[src/sv/pmd_pkg.sv]
`timescale 1ns / 1ps

package pmd_pkg;

  localparam int WINDOW_BYTES = 16;
  localparam int LEN_W = 4;
  localparam logic [LEN_W-1:0] MIN_LENGTH = 4'd12;
  localparam logic [LEN_W-1:0] GATE_LENGTH = 4'd7;

  localparam logic [31:0] TAG_JUMB = "jumb";
  localparam logic [31:0] TAG_JUMD = "jumd";
  localparam logic [31:0] TAG_C2PA = "c2pa";
  localparam logic [31:0] TAG_CABX = "caBX";
  localparam logic [31:0] TAG_FTYP = "ftyp";
  localparam logic [23:0] TAG_CR = "cr:";
  localparam logic [55:0] TAG_XPACKET = "xpacket";
  localparam logic [103:0] TAG_XAP = {8'h61, 8'h64, 8'h6f, 8'h62, 8'h65, 8'h2e, 8'h63,
                                       8'h6f, 8'h6d, 8'h2f, 8'h78, 8'h61, 8'h70};
  localparam logic [87:0] TAG_CAUTH = "contentauth";
  localparam logic [127:0] TAG_UUID = 128'hd8fec3d6_1b0e483c_92975828_877ec481;

  typedef struct packed {
    logic [7:0] data_byte;
    logic       last_byte;
  } in_item_t;

  typedef struct packed {
    logic has_manifest;
    logic box_form_found;
    logic uuid_form_found;
    logic xmp_form_found;
  } out_item_t;

  typedef struct packed {
    logic box;
    logic uuid;
    logic cr;
    logic marker;
    logic ftyp;
  } match_t;

endpackage

[src/sv/pmd_match.sv]
`timescale 1ns / 1ps

module pmd_match #(
  parameter int WindowBytes = pmd_pkg::WINDOW_BYTES
) (
  input  logic [WindowBytes*8-1:0] window,
  output pmd_pkg::match_t          hits
);
  import pmd_pkg::*;

  // newest byte sits in the low bits of the window
  always_comb begin
    hits.box    = (window[31:0] == TAG_JUMB) || (window[31:0] == TAG_JUMD) ||
                  (window[31:0] == TAG_C2PA) || (window[31:0] == TAG_CABX);
    hits.uuid   = (window[127:0] == TAG_UUID);
    hits.cr     = (window[23:0] == TAG_CR);
    hits.marker = (window[55:0] == TAG_XPACKET) || (window[103:0] == TAG_XAP) ||
                  (window[87:0] == TAG_CAUTH);
    hits.ftyp   = (window[31:0] == TAG_FTYP);
  end

endmodule

[src/sv/pmd_scan.sv]
`timescale 1ns / 1ps

module pmd_scan #(
  parameter int WindowBytes = pmd_pkg::WINDOW_BYTES
) (
  input  logic                clk,
  input  logic                rst_n,
  input  logic                step,
  input  pmd_pkg::in_item_t   item,
  output pmd_pkg::out_item_t  result
);
  import pmd_pkg::*;

  localparam int HistW = (WindowBytes - 1) * 8;

  logic [HistW-1:0]         hist_r, hist_nxt;
  logic [LEN_W-1:0]         len_r, len_nxt;
  logic                     gate_r, gate_nxt;
  logic                     box_r, box_nxt;
  logic                     uuid_r, uuid_nxt;
  logic                     cr_r, cr_nxt;
  logic                     marker_r, marker_nxt;
  logic [WindowBytes*8-1:0] window;
  match_t                   hits;
  logic                     gate_now, box_now, uuid_now, cr_now, marker_now;
  logic                     long_enough, box_f, uuid_f, xmp_f;
  logic [LEN_W-1:0]         len_step;

  assign window = {hist_r, item.data_byte};

  pmd_match #(.WindowBytes(WindowBytes)) u_match (
    .window (window),
    .hits   (hits)
  );

  always_comb begin
    gate_now    = gate_r || ((len_r == GATE_LENGTH) && hits.ftyp);
    box_now     = box_r || hits.box;
    uuid_now    = uuid_r || hits.uuid;
    cr_now      = cr_r || hits.cr;
    marker_now  = marker_r || hits.marker;
    len_step    = (len_r >= MIN_LENGTH) ? MIN_LENGTH : len_r + 1'b1;
    long_enough = (len_step >= MIN_LENGTH);
    box_f       = long_enough && box_now;
    uuid_f      = long_enough && uuid_now && gate_now;
    xmp_f       = long_enough && cr_now && marker_now;

    result.has_manifest    = box_f || uuid_f || xmp_f;
    result.box_form_found  = box_f;
    result.uuid_form_found = uuid_f;
    result.xmp_form_found  = xmp_f;

    hist_nxt   = hist_r;
    len_nxt    = len_r;
    gate_nxt   = gate_r;
    box_nxt    = box_r;
    uuid_nxt   = uuid_r;
    cr_nxt     = cr_r;
    marker_nxt = marker_r;
    if (step) begin
      if (item.last_byte) begin
        hist_nxt   = '0;
        len_nxt    = '0;
        gate_nxt   = 1'b0;
        box_nxt    = 1'b0;
        uuid_nxt   = 1'b0;
        cr_nxt     = 1'b0;
        marker_nxt = 1'b0;
      end else begin
        hist_nxt   = window[HistW-1:0];
        len_nxt    = len_step;
        gate_nxt   = gate_now;
        box_nxt    = box_now;
        uuid_nxt   = uuid_now;
        cr_nxt     = cr_now;
        marker_nxt = marker_now;
      end
    end
  end

  always_ff @(posedge clk) begin
    if (!rst_n) begin
      hist_r   <= '0;
      len_r    <= '0;
      gate_r   <= 1'b0;
      box_r    <= 1'b0;
      uuid_r   <= 1'b0;
      cr_r     <= 1'b0;
      marker_r <= 1'b0;
    end else begin
      hist_r   <= hist_nxt;
      len_r    <= len_nxt;
      gate_r   <= gate_nxt;
      box_r    <= box_nxt;
      uuid_r   <= uuid_nxt;
      cr_r     <= cr_nxt;
      marker_r <= marker_nxt;
    end
  end

endmodule

[src/sv/provenance_manifest_detector.sv]
`timescale 1ns / 1ps

// Scans a file one byte per transfer and, on the byte marked last, delivers one
// result transfer with the box, uuid and xmp form flags and the overall verdict
// (all zero for files under 12 bytes); other bytes give no result. A byte is
// taken every cycle: it lands in an input register, the window comparators and
// sticky flags work on it there, and when the last byte steps the verdict goes
// into an output register that raises out_valid. Only a last byte waiting on a
// full, stalled output register holds the input back.
// After each last byte all scan state returns to its reset value for the next file.
module provenance_manifest_detector #(
  parameter int WindowBytes = pmd_pkg::WINDOW_BYTES
) (
  input  logic               clk,
  input  logic               rst_n,
  input  logic               in_valid,
  output logic               in_ready,
  input  pmd_pkg::in_item_t  in_data,
  output logic               out_valid,
  input  logic               out_ready,
  output pmd_pkg::out_item_t out_data
);
  import pmd_pkg::*;

  logic      in_valid_r, in_valid_nxt;
  in_item_t  in_item_r;
  logic      out_valid_r, out_valid_nxt;
  out_item_t out_item_r;
  out_item_t result;
  logic      step;
  logic      out_free;

  assign out_free = !out_valid_r || out_ready;
  assign step     = in_valid_r && (!in_item_r.last_byte || out_free);
  assign in_ready = !in_valid_r || step;

  pmd_scan #(.WindowBytes(WindowBytes)) u_scan (
    .clk    (clk),
    .rst_n  (rst_n),
    .step   (step),
    .item   (in_item_r),
    .result (result)
  );

  always_comb begin
    in_valid_nxt = in_valid_r;
    if (in_ready) begin
      in_valid_nxt = in_valid;
    end
    out_valid_nxt = out_valid_r;
    if (out_free) begin
      out_valid_nxt = step && in_item_r.last_byte;
    end
  end

  always_ff @(posedge clk) begin
    if (!rst_n) begin
      in_valid_r  <= 1'b0;
      out_valid_r <= 1'b0;
    end else begin
      in_valid_r  <= in_valid_nxt;
      out_valid_r <= out_valid_nxt;
    end
  end

  // payload registers
  always_ff @(posedge clk) begin
    if (in_ready && in_valid) begin
      in_item_r <= in_data;
    end
    if (step && in_item_r.last_byte) begin
      out_item_r <= result;
    end
  end

  assign out_valid = out_valid_r;
  assign out_data  = out_item_r;

endmodule

[config.mk]
export PLATFORM = sky130hd
export DESIGN_NAME = provenance_manifest_detector
export DESIGN_NICKNAME = d
export VERILOG_FILES = /design/src/sv/pmd_pkg.sv /design/src/sv/pmd_match.sv /design/src/sv/pmd_scan.sv /design/src/sv/provenance_manifest_detector.sv
export SDC_FILE = /design/constraint.sdc
export NUM_CORES = 1
export LEC_CHECK = 0
export BUFFER_PORTS_ARGS = -buffer_cell sky130_fd_sc_hd__buf_4
export CAP_MARGIN = 20
export CELL_PAD_IN_SITES_DETAIL_PLACEMENT = 1
export CELL_PAD_IN_SITES_GLOBAL_PLACEMENT = 2
export CORE_UTILIZATION = 43
export DETAILED_ROUTE_END_ITERATION = 16
export PLACE_DENSITY = 0.94
export SKIP_LAST_GASP = 1
export SYNTH_ARGS = -nofsm -noshare
export SYNTH_HDL_FRONTEND = slang
export SYNTH_SLANG_ARGS = --single-unit
[constraint.sdc]
create_clock -name clk -period 4.9 [get_ports clk]
set_input_delay 1.225 -clock clk [delete_from_list [all_inputs] [get_ports clk]]
set_output_delay 1.225 -clock clk [all_outputs]
set_load 0.05 [all_outputs]
Word-level counts from Yosys, hierarchy flattened. Cells that the tools add are included.

Input port bits: 13. Output and inout bits: 6. Register bits: 144.

Order comparisons: 2. Add/subtract/negate cells: 1. Eq/ne operators: 11. Reductions and logical operators: 27. Multiplexer cells: 8.

Operators with widths (number): $eq A32 B31 Y1 const B (5); $eq A128 B128 Y1 const B (1); $mux W120 (1); $eq A104 B103 Y1 const B (1); $eq A88 B87 Y1 const B (1); $eq A56 B55 Y1 const B (1); $eq A24 B23 Y1 const B (1); $logic_or A1 B1 Y1 (15); $logic_and A1 B1 Y1 (9); $ge A4 B4 Y1 const B (2); $mux W4 (2); $mux W1 (5); $add A4 B1 Y4 const B (1); $eq A4 B3 Y1 const B (1); $logic_not A1 Y1 (3).

Depth between registers and ports, before layout.
Depth in word-level cells: 8. Mapped depth: 7. Depth with buffers taken out: 7.

By module. A second synthesis with hierarchy kept.

Cells, all modules: 847. Area total of the unflattened synthesis: 6930.4 um^2.

Modules (own cells, without submodules): pmd_scan (seq. area each 2582.5 um^2, cells an instance 696, instances 1, area each 5514.0 um^2); pmd_match (seq. area each 0.0 um^2, cells an instance 126, instances 1, area each 908.4 um^2); provenance_manifest_detector (seq. area each 430.4 um^2, cells an instance 25, instances 1, area each 508.0 um^2).

Least setup slack after synthesis. No wires, ideal clock.

Kind: input to output. Start point: in out_ready. End point: out in_ready. Stages on the path: 2. Data required time: 3.675 ns. Path buffers: 0. Arrival: 1.854 ns. Setup slack: 1.821 ns. Path through: nor2b_1 > nand3_1.

Longest elaborated chain between the ends: 4.

Ends and longest elaborated chain: start: declaration (line provenance_manifest_detector.sv:20) `input logic out_ready,`; $logic_or A1 B1 Y1 (line provenance_manifest_detector.sv:33) `assign out_free = !out_valid_r || out_ready;`; $logic_or A1 B1 Y1 (line provenance_manifest_detector.sv:34) `assign step = in_valid_r && (!in_item_r.last_byte || out_free);`; $logic_and A1 B1 Y1 (line provenance_manifest_detector.sv:34); $logic_or A1 B1 Y1 (line provenance_manifest_detector.sv:35) `assign in_ready = !in_valid_r || step;`; end: declaration (line provenance_manifest_detector.sv:17) `output logic in_ready,`.

No other way between the ends.

Final worst setup path. Same ends and word-level chain as after synthesis.

==> flow_summary.toml <==
[floorplan]
die_w_um = 127
dieArea_mm2 = 0.0161
die_h_um = 127
start_util_pct = 44.1
core.rowCount = 45
io_pins = 19
core_mm2 = 0.0152

[placed_design]
post-dp-hpwl_um = 12300
gp_congestion = 0.877
placed_area_mm2 = 0.00693
port_buffers = 18

[critical_path]
r2r_cells = 6
r2r_end = "out_data[3]"
critPathSlowestCell = "nor2b_1"
path_cells = "buf_4, nor2b_1, nand3_1, buf_4"
crit_path_end_kind = "output pin"
cp_slowest_stage_delay_ps = 250
critPathArrivalTime_ps = 1920
r2r-start = "u_scan.hist_r[3]"
r2r_setup_slack_ps = 2300
worst_ep_required_time_ps = 3670
crit_path_max_fanout = 4
cp_common_cell = "buf_4"
startpoint_type = "input pin"
critical_path_class = "input pin to output pin"

[global_route]
grt_busiest_layer = "met2"
grt_max_degree = 125
grt_pass1_vias = 5753
antenna_found_initial = 0
met3_usage_pct = 5.86
grtUsageMet2_pct = 40.5
grt_use_total_pct = 25.1
grt_pass1_wl_um = 30900
use_met1_pct = 32.6
grt_overflow = 0

[sta]
final_hold_viol_count = 0
tns_ps = 0
maxSlewViolCount = 0
post-route-min-period_ps = 3150
skew_ps = 9.43
rsz0062_at_grt = "no"
fmax_ghz = 0.318
finalCritPeriodShare_pct = 64.2
setup-violations-final = 0
relSlewSlack_pct = 34.0
worst_pin_slew_ps = 990

[clock_network]
cts_hold_buf = 0
cts_sinks = 144
clk_latency_ps = 420
cts_setup_buffers = 0
ctsLongestPathBuffers = 2
root_buffer = "clkbuf_16"
cts.clk_slew.worst_paths_ps = 60
h-tree-depth = 4
cts_tree = "yes"
cts.repair.resized = 0
numCtsBuffers = 17

[min_path]
worstHoldStart = "u_scan.hist_r[118]"
hold_path.class = "flip-flop to flip-flop"
hold_end = "u_scan.hist_r[118]"
holdPathStages = 2

[yosys]
ys_seq_area_share_pct = 45.0
syn_nets = 752
syn_inst = 738
synth-edff-count = 13
async_flop_share_pct = 0
syn_area_per_cell_um2 = 9.08
ys_warn_count = 0
syn_area_mm2 = 0.00670
synth_cell_type_count = 46
synth-seq-cells = 144
synth_ff_type = "dfxtp_1"

[finish]
diodes = 0
layout.nets = 740
drive_gt1_share_pct = 7.98
area_delta_synth_final_pct = 12.3
final_common_cell = "nand2_1"
final_area_mm2 = 0.00752
mostFrequentLayoutCells = "nand2_1, dfxtp_1, nand3b_1, a21boi_0, buf_4"

[power_and_ir_drop]
ir_drop_mv = 0.236
p_per_area_mw_per_mm2 = 342
leakage_nw = 2.21

[outcome]
outcome = "complete, no violations"

[routing]
drt_iter0_markers = 493
routed_via_density = 6.06
wire_per_inst_um = 20.5
wl_um = 19000
vias = 5621
ant_nets = 0
drc = 0
firstDrtPassIters = 4

[job]
maxCapViolations = 0
## report_power, final
part | internal, mW | switching, mW
Clock | 0.757 | 0.485
Combinational | 0.0477 | 0.0754
Sequential | 1.20 | 0.0152
Total | 2.00 | 0.576
## sequential cells by signal (all words and copies together) (netlist names)
name / flops
out_data: 4
in_item_r: 9
u_scan.hist_r: 120
u_scan.len_r: 4
u_scan.cr_r: 1
in_valid_r: 1
u_scan.uuid_r: 1
u_scan.gate_r: 1
u_scan.marker_r: 1
out_valid: 1
u_scan.box_r: 1
## through the flow
step	power, mW	instances	setup slack [ps]	util, %	hold slack [ps]
2_1_floorplan	1.32	738	1820	-	428
5_1_grt	2.66	927	1670	49.5	488
3_3_place_gp	1.35	894	1810	45.6	442
4_1_cts	2.60	926	1740	49.3	463
3_5_place_dp	1.36	894	1730	45.6	454
6_report	2.58	927	1750	49.5	458
## critical path: cells and delay by family
| family | cells | cell delay, ps |
|---|---|---|
| simple gates | 2 | 390 |
| buf+inv | 2 | 320 |
## cells by family (layout without fill, tap and decap cells)
logic type,after synthesis,after routing,synth area share [%]
and+or+nand+nor,392,392,35.8
AOI/OAI and AO/OA,142,142,15.7
DFF,144,144,45.0
adders and majority gates,1,1,0.187
xor gates and xnor gates,1,1,0.131
buffers and inverters,58,59,3.25
## synth_stat cells, types with 2 or more instances
master    number  area [µm²]
nor4b_1        7        61.3
a21boi_0     122         916
and4b_1        3        30.0
inv_1          3        11.3
nor2b_1        8        50.1
nand3b_1     125         938
or4b_1         4        40.0
a21oi_1        7        35.0
nor4bb_1      19         190
nor3_1         6        30.0
nor4_1        13        81.3
clkbuf_1      48         180
o21a_1         3        22.5
or3_1          3        18.8
nand3_1        8        40.0
nand4b_1      12         105
dfxtp_1      131        2620
buf_1          7        26.3
nand2b_1       2        12.5
or4_1          5        37.5
edfxtp_1      13         390
nor2_1        18        67.6
nand2_1      134         503
a41oi_1        2        17.5
and3_1         2        12.5
a31oi_1        2        12.5
nand4_1        9        56.3
or3b_1         4        35.0
## worst max path at each step
stage,startpoint,endpoint,slack [ps]
final,out_ready,in_ready,1750
after global routing,out_ready,in_ready,1670
after CTS,out_ready,in_ready,1740
after detailed placement,out_ready,in_ready,1730
after global placement,out_ready,in_ready,1810
after floorplan,out_ready,in_ready,1820
## routing by layer
| layer | part of all wire [%] | vias up | wire length, µm |
|---|---|---|---|
| met5 | 0 | - | 0 |
| met4 | 2.2 | 0 | 427 |
| met3 | 4.0 | 30 | 765 |
| met2 | 47 | 101 | 8940 |
| met1 | 47 | 2860 | 8880 |
| li1 | - | 2630 | - |
## layout make-up
cell class	instances	area [µm²]
Fill cell	1726	7680
Multi-Input combinational cell	536	3480
Sequential cell	144	3020
Clock buffer	28	548
Tap cell	188	235
Timing Repair Buffer	24	213
Clock inverter	4	22.5
Inverter	3	11.3
Power figures use the tool's default switching activity.
